**src/wpp_pkg.sv**
```systemverilog
// Shared types and constants for the WAVE PCM stream parser.
package wpp_pkg;

  // Parser phases while walking the file.
  typedef enum logic [2:0] {
    PH_FORM = 3'd0,
    PH_HEAD = 3'd1,
    PH_FMT  = 3'd2,
    PH_SKIP = 3'd3,
    PH_DATA = 3'd4,
    PH_DONE = 3'd5
  } phase_e;

  // Result kinds.
  localparam logic [1:0] KIND_SAMPLE = 2'd0;
  localparam logic [1:0] KIND_FORMAT = 2'd1;
  localparam logic [1:0] KIND_ERROR  = 2'd2;

  // Error codes.
  localparam logic [2:0] ERR_NO_FMT     = 3'd0;
  localparam logic [2:0] ERR_NOT_PCM    = 3'd1;
  localparam logic [2:0] ERR_BAD_BITS   = 3'd2;
  localparam logic [2:0] ERR_NO_DATA    = 3'd3;
  localparam logic [2:0] ERR_ZERO_ALIGN = 3'd4;

  // Chunk tags as they land little-endian in a 32-bit word.
  localparam logic [31:0] TAG_FMT  = 32'h2074_6D66;
  localparam logic [31:0] TAG_DATA = 32'h6174_6164;

  localparam logic [3:0]  FORM_HDR_BYTES = 4'd12;
  localparam logic [15:0] PCM_TAG        = 16'd1;
  localparam logic [15:0] SAMPLE_MIN     = 16'h8000;
  localparam logic [15:0] SAMPLE_CLAMP   = 16'h8001;

  // One result item.
  typedef struct packed {
    logic [1:0]        kind;
    logic signed [15:0] sample_value;
    logic              final_sample;
    logic [31:0]       rate_hz;
    logic [15:0]       block_bytes;
    logic [2:0]        error_code;
  } result_t;

endpackage

```
**src/wpp_core.sv**
```systemverilog
// Parser state registers and the per-byte next-state and result logic.
module wpp_core (
  input  logic             clk_i,
  input  logic             rst_ni,
  input  logic             step_i,
  input  logic [7:0]       byte_i,
  input  logic             eof_i,
  output logic             res_valid_o,
  output wpp_pkg::result_t res_o
);
  import wpp_pkg::*;

  typedef struct packed {
    phase_e      phase;
    logic [3:0]  byte_count;
    logic [31:0] chunk_tag;
    logic [31:0] chunk_left;
    logic [15:0] format_tag;
    logic [31:0] rate_store;
    logic [15:0] block_align;
    logic [15:0] bits_per_sample;
    logic        format_seen;
    logic [15:0] block_pos;
    logic [7:0]  low_byte_hold;
    logic        error_sticky;
  } state_t;

  typedef struct packed {
    logic       ok;
    logic [2:0] code;
  } fmt_chk_t;

  state_t  st_q, st_d;
  result_t res_d;
  logic    res_valid_d;

  // Data phase helpers.
  logic [16:0] need;
  logic        blk_complete;
  logic [31:0] left_after_blk;
  logic        blk_final;
  logic [16:0] pos_inc;
  logic [15:0] raw16;
  logic        emit;

  function automatic fmt_chk_t check_fmt(input logic [15:0] tag, input logic [15:0] bits,
                                         input logic [15:0] align);
    fmt_chk_t r;
    r.ok   = 1'b0;
    r.code = ERR_NOT_PCM;
    if (tag != PCM_TAG) begin
      r.code = ERR_NOT_PCM;
    end else if (bits != 16'd8 && bits != 16'd16) begin
      r.code = ERR_BAD_BITS;
    end else if (align == '0) begin
      r.code = ERR_ZERO_ALIGN;
    end else begin
      r.ok = 1'b1;
    end
    return r;
  endfunction

  always_comb begin
    need           = {1'b0, st_q.block_align} - {1'b0, st_q.block_pos};
    blk_complete   = st_q.chunk_left >= {15'd0, need};
    left_after_blk = st_q.chunk_left - {15'd0, need};
    blk_final      = blk_complete && (left_after_blk < {16'd0, st_q.block_align});
    pos_inc        = {1'b0, st_q.block_pos} + 17'd1;
    emit           = 1'b0;
    raw16          = '0;
    if (st_q.bits_per_sample == 16'd8) begin
      if (st_q.block_pos == '0) begin
        emit  = 1'b1;
        raw16 = {byte_i ^ 8'h80, 8'h00};
      end
    end else begin
      if (st_q.block_pos == '0) begin
        if (st_q.block_align == 16'd1) begin
          emit  = 1'b1;
          raw16 = {8'h00, byte_i};
        end
      end else if (st_q.block_pos == 16'd1) begin
        emit  = 1'b1;
        raw16 = {byte_i, st_q.low_byte_hold};
      end
      if (raw16 == SAMPLE_MIN) begin
        raw16 = SAMPLE_CLAMP;
      end
    end
  end

  always_comb begin
    fmt_chk_t chk;
    st_d        = st_q;
    res_d       = '0;
    res_valid_d = 1'b0;
    chk         = '0;

    if (!st_q.error_sticky) begin
      case (st_q.phase)
        PH_FORM: begin
          st_d.byte_count = st_q.byte_count + 4'd1;
          if (st_d.byte_count >= FORM_HDR_BYTES) begin
            st_d.phase      = PH_HEAD;
            st_d.byte_count = '0;
          end
        end
        PH_HEAD: begin
          if (st_q.byte_count < 4'd4) begin
            st_d.chunk_tag = {byte_i, st_q.chunk_tag[31:8]};
          end else begin
            st_d.chunk_left = {byte_i, st_q.chunk_left[31:8]};
          end
          if (st_q.byte_count < 4'd7) begin
            st_d.byte_count = st_q.byte_count + 4'd1;
          end else begin
            st_d.byte_count = '0;
            if (st_d.chunk_tag == TAG_DATA) begin
              if (!st_q.format_seen) begin
                st_d.error_sticky = 1'b1;
                res_valid_d       = 1'b1;
                res_d.kind        = KIND_ERROR;
                res_d.error_code  = ERR_NO_FMT;
              end else begin
                st_d.block_pos = '0;
                st_d.phase     = (st_d.chunk_left == '0) ? PH_DONE : PH_DATA;
              end
            end else if (st_d.chunk_tag == TAG_FMT && !st_q.format_seen) begin
              st_d.format_tag      = '0;
              st_d.rate_store      = '0;
              st_d.block_align     = '0;
              st_d.bits_per_sample = '0;
              if (st_d.chunk_left == '0) begin
                // Empty fmt body: every field reads as zero, so the tag check fails.
                st_d.error_sticky = 1'b1;
                res_valid_d       = 1'b1;
                res_d.kind        = KIND_ERROR;
                res_d.error_code  = ERR_NOT_PCM;
              end else begin
                st_d.phase = PH_FMT;
              end
            end else if (st_d.chunk_left != '0) begin
              st_d.phase = PH_SKIP;
            end
          end
        end
        PH_FMT: begin
          case (st_q.byte_count)
            4'd0:  st_d.format_tag[7:0]       = st_q.format_tag[7:0] | byte_i;
            4'd1:  st_d.format_tag[15:8]      = st_q.format_tag[15:8] | byte_i;
            4'd4:  st_d.rate_store[7:0]       = st_q.rate_store[7:0] | byte_i;
            4'd5:  st_d.rate_store[15:8]      = st_q.rate_store[15:8] | byte_i;
            4'd6:  st_d.rate_store[23:16]     = st_q.rate_store[23:16] | byte_i;
            4'd7:  st_d.rate_store[31:24]     = st_q.rate_store[31:24] | byte_i;
            4'd12: st_d.block_align[7:0]      = st_q.block_align[7:0] | byte_i;
            4'd13: st_d.block_align[15:8]     = st_q.block_align[15:8] | byte_i;
            4'd14: st_d.bits_per_sample[7:0]  = st_q.bits_per_sample[7:0] | byte_i;
            4'd15: st_d.bits_per_sample[15:8] = st_q.bits_per_sample[15:8] | byte_i;
            default: ;
          endcase
          st_d.chunk_left = st_q.chunk_left - 32'd1;
          st_d.byte_count = st_q.byte_count + 4'd1;
          if (st_q.byte_count == 4'd15 || st_d.chunk_left == '0) begin
            st_d.byte_count = '0;
            st_d.phase      = (st_d.chunk_left == '0) ? PH_HEAD : PH_SKIP;
            chk = check_fmt(st_d.format_tag, st_d.bits_per_sample, st_d.block_align);
            res_valid_d = 1'b1;
            if (chk.ok) begin
              st_d.format_seen  = 1'b1;
              res_d.kind        = KIND_FORMAT;
              res_d.rate_hz     = st_d.rate_store;
              res_d.block_bytes = st_d.block_align;
            end else begin
              st_d.error_sticky = 1'b1;
              res_d.kind        = KIND_ERROR;
              res_d.error_code  = chk.code;
            end
          end
        end
        PH_SKIP: begin
          st_d.chunk_left = st_q.chunk_left - 32'd1;
          if (st_d.chunk_left == '0) begin
            st_d.phase      = PH_HEAD;
            st_d.byte_count = '0;
          end
        end
        PH_DATA: begin
          if (st_q.bits_per_sample != 16'd8 && st_q.block_pos == '0) begin
            st_d.low_byte_hold = byte_i;
          end
          if (emit && blk_complete) begin
            res_valid_d        = 1'b1;
            res_d.kind         = KIND_SAMPLE;
            res_d.sample_value = raw16;
            res_d.final_sample = blk_final;
          end
          st_d.chunk_left = st_q.chunk_left - 32'd1;
          st_d.block_pos  = (pos_inc >= {1'b0, st_q.block_align}) ? '0 : pos_inc[15:0];
          if (st_d.chunk_left == '0) begin
            st_d.phase = PH_DONE;
          end
        end
        default: ;
      endcase
    end

    if (eof_i) begin
      // A file that never reached its data chunk ends in an error that
      // overrides any format result from the same byte.
      if (!st_d.error_sticky && st_d.phase < PH_DATA) begin
        res_d            = '0;
        res_valid_d      = 1'b1;
        res_d.kind       = KIND_ERROR;
        res_d.error_code = st_d.format_seen ? ERR_NO_DATA : ERR_NO_FMT;
      end
      st_d       = '0;
      st_d.phase = PH_FORM;
    end
  end

  always_ff @(posedge clk_i or negedge rst_ni) begin
    if (!rst_ni) begin
      st_q       <= '0;
      st_q.phase <= PH_FORM;
    end else if (step_i) begin
      st_q <= st_d;
    end
  end

  assign res_valid_o = step_i && res_valid_d;
  assign res_o       = res_d;

  a_sticky_quiet: assert property (@(posedge clk_i) disable iff (!rst_ni)
    st_q.error_sticky && !eof_i |-> !res_valid_o)
    else $error("result produced while an error is pending");

  a_data_needs_fmt: assert property (@(posedge clk_i) disable iff (!rst_ni)
    st_q.phase == PH_DATA |-> st_q.format_seen && st_q.block_align != '0)
    else $error("data phase without an accepted format");

  a_pos_in_block: assert property (@(posedge clk_i) disable iff (!rst_ni)
    st_q.phase == PH_DATA |-> st_q.block_pos < st_q.block_align)
    else $error("block position outside the block");

  a_eof_restarts: assert property (@(posedge clk_i) disable iff (!rst_ni)
    step_i && eof_i |=> st_q.phase == PH_FORM && !st_q.error_sticky)
    else $error("parser did not restart after the last byte");

endmodule

```
**src/wpp_out_reg.sv**
```systemverilog
// Result register that holds one item until the receiver takes it.
module wpp_out_reg (
  input  logic             clk_i,
  input  logic             rst_ni,
  input  logic             load_i,
  input  wpp_pkg::result_t res_i,
  input  logic             ready_i,
  output logic             valid_o,
  output wpp_pkg::result_t res_o
);
  import wpp_pkg::*;

  logic    valid_q, valid_d;
  result_t res_q;

  always_comb begin
    valid_d = valid_q;
    if (load_i) begin
      valid_d = 1'b1;
    end else if (ready_i) begin
      valid_d = 1'b0;
    end
  end

  always_ff @(posedge clk_i or negedge rst_ni) begin
    if (!rst_ni) begin
      valid_q <= 1'b0;
    end else begin
      valid_q <= valid_d;
    end
  end

  always_ff @(posedge clk_i) begin
    if (load_i) begin
      res_q <= res_i;
    end
  end

  assign valid_o = valid_q;
  assign res_o   = res_q;

  a_no_overwrite: assert property (@(posedge clk_i) disable iff (!rst_ni)
    load_i |-> !valid_q || ready_i)
    else $error("held result overwritten before delivery");

endmodule

```
**src/wav_pcm_stream_parser_top.sv**
```systemverilog
// Top level of the WAVE PCM stream parser.
//
// The input channel takes one item per byte of a RIFF WAVE file: file_byte_i
// and end_of_file_i, which marks the last byte. The output channel gives at
// most one result item per input byte: a sample, an accepted format or an
// error, told apart by kind_o. Fields that do not belong to the kind are zero.
// Both channels use valid and ready; an item moves when both are high.
//
// An accepted byte is registered, worked on against the parser state once
// the result slot is free, and any result lands in the output register that
// drives out_valid_o. The parser takes one byte per cycle while the output
// is not stalled; the state update is the only loop. When the receiver
// stalls, the held result keeps the working stage waiting and the input
// register fills, after which in_ready_o drops.
// Reset clears the parser to the start of a file and empties both registers.
// The byte marked end_of_file also returns the parser to the start of a file.
module wav_pcm_stream_parser_top (
  input  logic               clk_i,
  input  logic               rst_ni,
  input  logic               in_valid_i,
  output logic               in_ready_o,
  input  logic [7:0]         file_byte_i,
  input  logic               end_of_file_i,
  output logic               out_valid_o,
  input  logic               out_ready_i,
  output logic [1:0]         kind_o,
  output logic signed [15:0] sample_value_o,
  output logic               final_sample_o,
  output logic [31:0]        rate_hz_o,
  output logic [15:0]        block_bytes_o,
  output logic [2:0]         error_code_o
);
  import wpp_pkg::*;

  // Input register.
  logic       in_valid_q, in_valid_d;
  logic [7:0] byte_q;
  logic       eof_q;

  // The working stage fires when a byte is waiting and the result slot
  // is empty or being emptied this cycle.
  logic    step;
  logic    res_valid;
  result_t res;
  result_t out_res;

  assign step       = in_valid_q && (!out_valid_o || out_ready_i);
  assign in_ready_o = !in_valid_q || step;

  always_comb begin
    in_valid_d = in_valid_q;
    if (in_ready_o) begin
      in_valid_d = in_valid_i;
    end
  end

  always_ff @(posedge clk_i or negedge rst_ni) begin
    if (!rst_ni) begin
      in_valid_q <= 1'b0;
    end else begin
      in_valid_q <= in_valid_d;
    end
  end

  always_ff @(posedge clk_i) begin
    if (in_valid_i && in_ready_o) begin
      byte_q <= file_byte_i;
      eof_q  <= end_of_file_i;
    end
  end

  wpp_core u_core (
    .clk_i       (clk_i),
    .rst_ni      (rst_ni),
    .step_i      (step),
    .byte_i      (byte_q),
    .eof_i       (eof_q),
    .res_valid_o (res_valid),
    .res_o       (res)
  );

  wpp_out_reg u_out_reg (
    .clk_i   (clk_i),
    .rst_ni  (rst_ni),
    .load_i  (res_valid),
    .res_i   (res),
    .ready_i (out_ready_i),
    .valid_o (out_valid_o),
    .res_o   (out_res)
  );

  assign kind_o         = out_res.kind;
  assign sample_value_o = out_res.sample_value;
  assign final_sample_o = out_res.final_sample;
  assign rate_hz_o      = out_res.rate_hz;
  assign block_bytes_o  = out_res.block_bytes;
  assign error_code_o   = out_res.error_code;

endmodule

```
**config.mk**
```make
export PLATFORM = sky130hd
export DESIGN_NAME = wav_pcm_stream_parser_top
export DESIGN_NICKNAME = d
export VERILOG_FILES = /design/src/wpp_pkg.sv /design/src/wpp_core.sv /design/src/wpp_out_reg.sv /design/src/wav_pcm_stream_parser_top.sv
export SDC_FILE = /design/constraint.sdc
export NUM_CORES = 1
export LEC_CHECK = 0
export BUFFER_PORTS_ARGS = -buffer_cell sky130_fd_sc_hd__buf_2
export CAP_MARGIN = 20
export CORE_MARGIN = 2
export CORE_UTILIZATION = 55
export CTS_CLUSTER_DIAMETER = 150
export DETAILED_ROUTE_END_ITERATION = 12
export GPL_ROUTABILITY_DRIVEN = 0
export MAX_ROUTING_LAYER = met4
export PLACE_DENSITY = 0.71
export SETUP_SLACK_MARGIN = 0.4
export SLEW_MARGIN = 20
export SYNTH_ARGS = -nofsm -noshare
export SYNTH_HDL_FRONTEND = slang
export SYNTH_SLANG_ARGS = --single-unit
```
**constraint.sdc**
```tcl
create_clock -name clk_i -period 10.42 [get_ports clk_i]
set_clock_uncertainty 0.05 [all_clocks]
set_input_delay 1.563 -clock clk_i [delete_from_list [all_inputs] [get_ports clk_i]]
set_output_delay 1.563 -clock clk_i [all_outputs]
set_load 0.005 [all_outputs]
```
==> results of run 1 <==
==> flip-flops by register name (all words and copies together), names as in the netlist <==
signal,flops
byte_q,8
eof_q,1
in_valid_q,1
u_core.st_q,177
u_out_reg.res_o,70
u_out_reg.valid_o,1
==> per-layer routing <==
layer  track usage  vias to the layer above
li1              -                     6336
met1         0.433                     6473
met2         0.446                      642
met3        0.0460                      108
met4         0.104                        0
met5             -                        -
==> cell usage in the layout, fill, tap and decap left out, types with 7 or more instances in the layout <==
master,count
sky130_fd_sc_hd__a21o_1,9
sky130_fd_sc_hd__a21oi_1,226
sky130_fd_sc_hd__a221oi_1,7
sky130_fd_sc_hd__a22o_1,51
sky130_fd_sc_hd__a22oi_1,10
sky130_fd_sc_hd__a31oi_1,11
sky130_fd_sc_hd__and2_1,23
sky130_fd_sc_hd__and3_1,16
sky130_fd_sc_hd__buf_2,83
sky130_fd_sc_hd__buf_4,25
sky130_fd_sc_hd__clkbuf_1,10
sky130_fd_sc_hd__clkbuf_16,30
sky130_fd_sc_hd__dfrtp_1,179
sky130_fd_sc_hd__edfxtp_1,79
sky130_fd_sc_hd__ha_1,73
sky130_fd_sc_hd__inv_1,66
sky130_fd_sc_hd__nand2_1,102
sky130_fd_sc_hd__nand2b_1,9
sky130_fd_sc_hd__nand3_1,47
sky130_fd_sc_hd__nand4_1,31
sky130_fd_sc_hd__nor2_1,244
sky130_fd_sc_hd__nor2b_1,15
sky130_fd_sc_hd__nor3_1,42
sky130_fd_sc_hd__nor4_1,33
sky130_fd_sc_hd__nor4b_1,8
sky130_fd_sc_hd__o211ai_1,13
sky130_fd_sc_hd__o21a_1,9
sky130_fd_sc_hd__o21ai_0,93
sky130_fd_sc_hd__o21bai_1,7
sky130_fd_sc_hd__o31ai_1,9
sky130_fd_sc_hd__o41ai_1,10
sky130_fd_sc_hd__or3_1,11
sky130_fd_sc_hd__xnor2_1,27
sky130_fd_sc_hd__xor2_1,19
==> cells by family after synthesis <==
| group | count (synthesis) |
|---|---|
| and+or+nand+nor | 637 |
| AOI/OAI and AO/OA | 513 |
| DFF | 258 |
| buffers and inverters | 191 |
| adders and majority gates | 75 |
| xor gates and xnor gates | 46 |
| muxes | 9 |
==> critical path, delay by kind of cell (launching register included) <==
kind            cells  cell delay, ns
buf+inv             1            0.08
simple gates        5            0.70
flops               1            0.46
compound gates     16            3.24
xor+xnor            2            0.34
fa+ha+maj           4            1.33
==> where the power goes <==
part	internal, mW	switching [mW]
clock	0.582	0.409
sequential	1.12	0.166
combinational	0.465	0.760
total	2.17	1.33
==> layout make-up <==
| class | count | area (µm²) | area share |
|---|---|---|---|
| Clock buffer | 44 | 843 | 0.0498 |
| Multi-Input combinational cell | 1280 | 7830 | 0.462 |
| Clock inverter | 10 | 86.3 | 0.00509 |
| Sequential cell | 258 | 6850 | 0.404 |
| Timing Repair Buffer | 109 | 614 | 0.0363 |
| Tap cell | 378 | 473 | 0.0279 |
| Inverter | 66 | 248 | 0.0146 |
==> worst paths after layout <==
kind,endpoint,from
worst max register to register,u_out_reg.res_o[51],u_core.st_q[42]
worst max-delay path,u_out_reg.res_o[51],u_core.st_q[42]
max in group asynchronous,u_core.st_q[43],rst_ni
worst min-delay path,u_core.st_q[67],u_core.st_q[67]
min in group asynchronous,u_core.st_q[114],rst_ni
worst min register to register,u_core.st_q[67],u_core.st_q[67]
==> through the flow <==
step / util / area (µm²) / hold slack, ns / std cells
after detailed placement: 0.579 / 16000 / 0.435 / 2091
after CTS: 0.613 / 16900 / 0.448 / 2145
after global placement: 0.579 / 16000 / 0.427 / 2091
after global routing: 0.613 / 16900 / 0.466 / 2145
final: 0.613 / 16900 / 0.443 / 2145
after floorplan: - / 15400 / 0.413 / 1729
==> impl_summary.log, run 1 <==
[metrics] status: complete, no violations
[metrics] Slowest-stage cell, CP: sky130_fd_sc_hd__a311oi_1
[metrics] CP Launch Type: flop
[metrics] ratio of cells with drive above 1 in the final layout: 0.104
[metrics] ant diodes: 0
[metrics] number of maximum-capacitance constraint violations: 0
[metrics] residual overflow from global routing: 0
[metrics] worst hold path class: reg -> reg
[metrics] Std-Cell Core Area: between 20,000 and 30,000 µm²
[metrics] cell depth of the worst hold path: 2
[metrics] peak supply drop: ~130 µV
[metrics] Die Outline Area: 29,300 µm²
[metrics] overall power after layout: around 3.5 mW
[metrics] number of enable flip-flop cells after synthesis: 79
[metrics] post-route DRC violation count: 0
[metrics] minimum period implied by the final worst setup slack: between 6 and 7 ns
[metrics] DP Wirelength: between 20 and 30 mm
[metrics] area growth from synthesis to layout: 10.2%
[metrics] Antenna Nets Post-Route: 0
[metrics] final worst slack: 4.03 ns
[metrics] post-synthesis cell type with the largest combined area: sky130_fd_sc_hd__dfrtp_1
[metrics] most frequent cells after synthesis: 246 x sky130_fd_sc_hd__nor2_1, 226 x sky130_fd_sc_hd__a21oi_1, 179 x sky130_fd_sc_hd__dfrtp_1
[metrics] fin. max-slew vios: 0
[metrics] Area contributors post-synth: sky130_fd_sc_hd__dfrtp_1 29%, sky130_fd_sc_hd__edfxtp_1 15%, sky130_fd_sc_hd__a21oi_1 7.4%
[metrics] critical path capture point type: flop
[metrics] share of the clock period used by the worst path: 0.614
[metrics] H-tree levels: 1
[metrics] wire length of the first global-routing pass: between 60 and 70 mm
[metrics] Worst Reg-to-Reg Cells: 28
[metrics] vias per inst: 6.32
[metrics] filler cell count: roughly 2,400
[metrics] Total Neg Setup Slack: 0 ns
[metrics] register-to-register path setup slack: 4.03 ns
[metrics] endpoint arrival time on the critical path: about 6.7 ns
[metrics] area share of fa/ha/maj cells after synthesis: 0.0620
[metrics] count of clock tree sinks: ~260
[metrics] GRT Overall Usage: 0.304
[metrics] area fraction in and, or, nand and nor cells after synthesis: 0.205
[metrics] clock root buffer: sky130_fd_sc_hd__clkbuf_16
[metrics] Gate Count Post-Synth: approximately 1,700
[metrics] TritonCTS clock tree: done
[metrics] unrepaired setup endpoints after global routing: false
[metrics] count of final hold-check violations: 0
[metrics] first drt pass iteration count: 6
[metrics] metal2 WL: around 19 mm
[metrics] Final Routed Wirelength: roughly 43 mm
[metrics] worst slack at placement: between 4 and 5 ns
[metrics] vertical extent of the die: around 170 µm
[metrics] M1 WL: 18.9 mm
[metrics] clock insertion delay at the later pin of the skew report: ~0.55 ns
[metrics] top_reg_cell synth: sky130_fd_sc_hd__dfrtp_1
[metrics] synthesized area per cell: roughly 8.9 µm²
[metrics] Synth Cell Area: 15,400 µm²
[metrics] Unique masters post-synth: 77
[metrics] share of synthesized flip-flops with an asynchronous set or reset: 0.694
[metrics] FMAX: approximately 0.16 GHz
[metrics] compound-cell area share of the yosys netlist: 0.207
[metrics] biggest cell delay along the critical path: 0.72 ns
[metrics] highest metal layer used by the detailed router: met4
[metrics] detailed router's first-iteration violation count: between 1,000 and 1,500
[metrics] transition time at the pin with the least slew margin: a little over 0.9 ns
[metrics] post-CTS repair timing setup buffer count: 0
[metrics] number of buffers added on ports: 84
[metrics] overall via count from detail_route: 13,600
[metrics] maximum number of pins on one net before global-route repair: 81
[metrics] main combinational cell family by area after synthesis: compound AO/OA/AOI/OAI gates
[metrics] hold bufs inserted after CTS: 0
[metrics] power density relative to cell area: 207 nW/µm²
[metrics] CP max FO: 6
[metrics] clk buf depth: 3
[metrics] routed length on met3: about 3.8 mm
[metrics] post-cts sizing count: 0
[metrics] number of failing setup endpoints in the final timing report: 0
[metrics] max-slew headroom at the worst pin: 0.390
[metrics] die width: 171 µm
[metrics] flop and latch count out of synthesis: approximately 260
[metrics] Yosys top cell area share: 0.291
[metrics] type of the setup path with the least slack: reg -> reg
[metrics] starting density of the core: 0.557
[metrics] I/O pin cnt: 85
[metrics] number of antenna violations at the first check in global routing: 0
[metrics] mux cell area share after synthesis: 0.00610
[metrics] clock transition time at the flip-flop clock pins of the worst setup and hold paths: around 0.06 ns
[metrics] vias in the first global route: 12,700
[metrics] cell with the most instances after synthesis: sky130_fd_sc_hd__nor2_1
[metrics] number of buffers added by the clock tree synthesis step: 29
[metrics] portion of the post-synthesis area used by sequential elements: 0.445
[metrics] drt wl/cell: about 20 µm
[metrics] number of warning messages in the yosys log: 0
[metrics] net total in the final layout: 1,832
[metrics] Lkg Pwr: a little over 7 nW
[metrics] Post-Syn Nets: 1,817
[metrics] number of placement rows: 61
[metrics] parity-gate share of the synthesized area counting xor and xnor cells: 0.0262
[metrics] CP required: 10.73 ns
Power figures use the tool's default switching activity.
==> run 2, diff against run 1 <==
--- a/config.mk
+++ b/config.mk
@@ -5,6 +5,7 @@
 export SDC_FILE = /design/constraint.sdc
 export NUM_CORES = 1
 export LEC_CHECK = 0
+export ABC_AREA = 1
 export BUFFER_PORTS_ARGS = -buffer_cell sky130_fd_sc_hd__buf_2
 export CAP_MARGIN = 20
 export CORE_MARGIN = 2
==> constraint.sdc (replaced) <==
create_clock -name clk_i -period 5.9 [get_ports clk_i]
set_clock_uncertainty 0.05 [all_clocks]
set_input_delay 0.885 -clock clk_i [delete_from_list [all_inputs] [get_ports clk_i]]
set_output_delay 0.885 -clock clk_i [all_outputs]
set_load 0.005 [all_outputs]
==> run 2 against run 1 <==
Effect of this change: cell count is 26% higher; power is 120% higher; sequential share of layout area is 3.6 points lower; count of clock-buffer cells in the layout is 6 lower; highest routed layer unchanged; via count is 18% higher; global-route usage is 1.7 points higher; non-clock buffer count is 4 lower; sequential power is 68% higher; critical path depth is 2 lower; die area is 9.4% higher.
==> impl_summary.log, run 2 <==
[metrics] critical register-to-register path startpoint: u_core.st_q[42]
[metrics] highest metal layer used by the detailed router: met4
[metrics] net total in the final layout: between 2,000 and 2,500
[metrics] detailed router's first-iteration violation count: roughly 1,700
[metrics] flop and latch count out of synthesis: 258
[metrics] clock insertion delay at the later pin of the skew report: approximately 0.59 ns
[metrics] area growth from synthesis to layout: 10.4%
[metrics] cell with the most instances after synthesis: sky130_fd_sc_hd__nand2_1
[metrics] critical path capture point type: flop
[metrics] Lkg Pwr: approximately 8.6 nW
[metrics] RR Endpoint: u_out_reg.res_o[6]
[metrics] clk buf depth: 3
[metrics] number of enable flip-flop cells after synthesis: 79
[metrics] vias per inst: 5.91
[metrics] clock share of power: 0.260
[metrics] Total Neg Setup Slack: 0 ns
[metrics] Unique masters post-synth: 52
[metrics] GRT Overall Usage: 0.321
[metrics] combinational fraction of design power: 0.457
[metrics] Power Internal: around 4.4 mW
[metrics] power density relative to cell area: ~410 nW/µm²
[metrics] number of buffers added by the clock tree synthesis step: 30
[metrics] clock transition time at the flip-flop clock pins of the worst setup and hold paths: about 0.06 ns
[metrics] vertical extent of the die: about 180 µm
[metrics] post-route DRC violation count: 0
[metrics] ant diodes: 0
[metrics] Post-Syn Nets: ~2,300
[metrics] type of the setup path with the least slack: reg -> reg
[metrics] Synth Cell Area: around 17,000 µm²
[metrics] CP Launch Type: flop
[metrics] peak supply drop: ~260 µV
[metrics] wire length of the first global-routing pass: 78.9 mm
[metrics] most flop-heavy register: u_core.st_q
[metrics] number of warning messages in the yosys log: 0
[metrics] starting density of the core: 0.555
[metrics] sequential cell fraction of total power: 0.283
[metrics] share of synthesized flip-flops with an asynchronous set or reset: 0.694
[metrics] Die Outline Area: about 32,000 µm²
[metrics] number of buffers added on ports: 84
[metrics] first drt pass iteration count: 6
[metrics] TritonCTS clock tree: done
[metrics] Area contributors post-synth: sky130_fd_sc_hd__dfrtp_1 27%, sky130_fd_sc_hd__edfxtp_1 14%, sky130_fd_sc_hd__nand2_1 8.8%
[metrics] Yosys top cell area share: 0.266
[metrics] status: complete, no violations
[metrics] transition time at the pin with the least slew margin: around 1 ns
[metrics] M1 WL: 21.1 mm
[metrics] number of antenna violations at the first check in global routing: 0
[metrics] clock root buffer: sky130_fd_sc_hd__clkbuf_16
[metrics] vias in the first global route: between 15,000 and 20,000
[metrics] H-tree levels: 1
[metrics] share of the clock period used by the worst path: 0.871
[metrics] worst hold-check slack: about 0.33 ns
[metrics] fin. max-slew vios: 0
[metrics] Antenna Nets Post-Route: 0
[metrics] Worst Reg-to-Reg Cells: 26
[metrics] ratio of cells with drive above 1 in the final layout: 0.0806
[metrics] drt wl/cell: 18.5 µm
[metrics] routed length on met3: between 3 and 4 mm
[metrics] number of failing setup endpoints in the final timing report: 0
[metrics] max FFs per register: roughly 180
[metrics] synthesized area per cell: approximately 7.6 µm²
[metrics] hold bufs inserted after CTS: 0
[metrics] top_reg_cell synth: sky130_fd_sc_hd__dfrtp_1
[metrics] post-cts sizing count: 0
[metrics] Std-Cell Core Area: 30,300 µm²
[metrics] FMAX: a little under 0.2 GHz
[metrics] number of maximum-capacitance constraint violations: 0
[metrics] most common cell after layout, fill and taps aside: sky130_fd_sc_hd__nand2_1
[metrics] CP max FO: 49
[metrics] count of clock tree sinks: roughly 260
[metrics] die width: 179 µm
[metrics] Final Routed Wirelength: 50.0 mm
[metrics] metal2 WL: ~23 mm
[metrics] register-to-register path setup slack: 0.76 ns
[metrics] maximum number of pins on one net before global-route repair: 99
[metrics] worst hold path class: in -> async
[metrics] max-slew headroom at the worst pin: 0.334
[metrics] portion of the post-synthesis area used by sequential elements: 0.406
[metrics] post-synthesis cell type with the largest combined area: sky130_fd_sc_hd__dfrtp_1
[metrics] post-CTS repair timing setup buffer count: 0
[metrics] DP Wirelength: around 35 mm
[metrics] minimum period implied by the final worst setup slack: about 5.1 ns
[metrics] Gate Count Post-Synth: about 2,200
[metrics] unrepaired setup endpoints after global routing: true
[metrics] CP required: 6.10 ns
[metrics] endpoint arrival time on the critical path: roughly 5.3 ns
[metrics] I/O pin cnt: 85
[metrics] top library cells by usage in the layout, fill and taps aside: 397 x sky130_fd_sc_hd__nand2_1, 306 x sky130_fd_sc_hd__inv_1, 239 x sky130_fd_sc_hd__nor2_1
[metrics] Net Sw Frac: 0.434
[metrics] count of final hold-check violations: 0
[metrics] most frequent cells after synthesis: 397 x sky130_fd_sc_hd__nand2_1, 307 x sky130_fd_sc_hd__inv_1, 242 x sky130_fd_sc_hd__nor2_1
[metrics] overall via count from detail_route: around 16,000
[metrics] residual overflow from global routing: 0
[metrics] number of placement rows: 64
[metrics] switching power total: between 3 and 4 mW
[run 2: cells by family after synthesis]
| group | synth area share |
|---|---|
| AO/OA/AOI/OAI | 0.156 |
| adder cells (fa/ha/maj) | 0.0566 |
| AND/OR/NAND/NOR | 0.255 |
| buffers and inverters | 0.0973 |
| flip-flops | 0.406 |
| XOR/XNOR | 0.0286 |
[run 2: power groups by stage]
stage | logic, mW | registers (mW) | clock network (mW)
6_report | 3.51 | 2.17 | 2.00
3_3_place_gp | 3.34 | 2.20 | 0
4_1_cts | 3.42 | 2.17 | 2.02
3_5_place_dp | 3.40 | 2.20 | 0
2_1_floorplan | 2.59 | 2.15 | 0
5_1_grt | 3.97 | 2.19 | 2.08
[run 2: layout make-up]
class	count	area (µm²)
clock buffer	38	791
clock inverter	18	268
multi-input combinational	1575	8380
inverter	315	1180
sequential	258	6850
timing repair buffer	105	642
tap	396	495
fill	2709	11700
[run 2: routing by layer]
layer | track usage | vias up
met5 | - | -
met1 | 0.434 | 7570
met4 | 0.112 | 0
met3 | 0.0392 | 128
met2 | 0.500 | 699
li1 | - | 7589
[run 2: worst max-delay path, stage by stage, from the launching register on]
cell and delay (ns):
sky130_fd_sc_hd__dfrtp_1 0.42, sky130_fd_sc_hd__inv_1 0.09, sky130_fd_sc_hd__ha_1 0.22, sky130_fd_sc_hd__fa_1 0.41
sky130_fd_sc_hd__inv_1 0.08, sky130_fd_sc_hd__a31oi_1 0.14, sky130_fd_sc_hd__o21ai_1 0.24, sky130_fd_sc_hd__nand3_1 0.10
sky130_fd_sc_hd__and2_1 0.18, sky130_fd_sc_hd__o21ai_0 0.33, sky130_fd_sc_hd__a21oi_1 0.17, sky130_fd_sc_hd__xor2_1 0.17
sky130_fd_sc_hd__ha_1 0.38, sky130_fd_sc_hd__nand2_1 0.11, sky130_fd_sc_hd__nor2_1 0.16, sky130_fd_sc_hd__and3_1 0.22
sky130_fd_sc_hd__nand2_1 0.08, sky130_fd_sc_hd__nand2_1 0.12, sky130_fd_sc_hd__a21oi_1 0.08, sky130_fd_sc_hd__nor2_1 0.16
sky130_fd_sc_hd__inv_1 0.09, sky130_fd_sc_hd__nand3_1 0.09, sky130_fd_sc_hd__nand2_1 0.06, sky130_fd_sc_hd__nand2_1 0.06
sky130_fd_sc_hd__nand2_1 0.09, sky130_fd_sc_hd__inv_2 0.20, sky130_fd_sc_hd__buf_12 0.30
[run 2: per-stage QoR]
stage | power, mW | cell area, µm² | utilization | setup slack, ns | std cells
6_report | 7.68 | 18600 | 0.613 | 0.762 | 2705
5_1_grt | 8.24 | 18600 | 0.613 | 0.398 | 2705
4_1_cts | 7.62 | 18600 | 0.612 | 0.722 | 2704
3_5_place_dp | 5.60 | 17500 | 0.577 | 0.757 | 2648
3_3_place_gp | 5.54 | 17500 | 0.577 | 0.953 | 2648
2_1_floorplan | 4.74 | 16900 | - | 0.442 | 2229
[run 2: how the worst max path moves through the flow]
stage,from,end,slack [ns]
3_5_place_dp,u_core.st_q[11],u_out_reg.res_o[28],0.76
2_1_floorplan,u_core.st_q[11],u_out_reg.res_o[0],0.44
5_1_grt,u_core.st_q[12],u_out_reg.res_o[12],0.40
6_report,u_core.st_q[42],u_out_reg.res_o[6],0.76
4_1_cts,u_core.st_q[42],u_out_reg.res_o[45],0.72
3_3_place_gp,u_core.st_q[11],u_out_reg.res_o[29],0.95
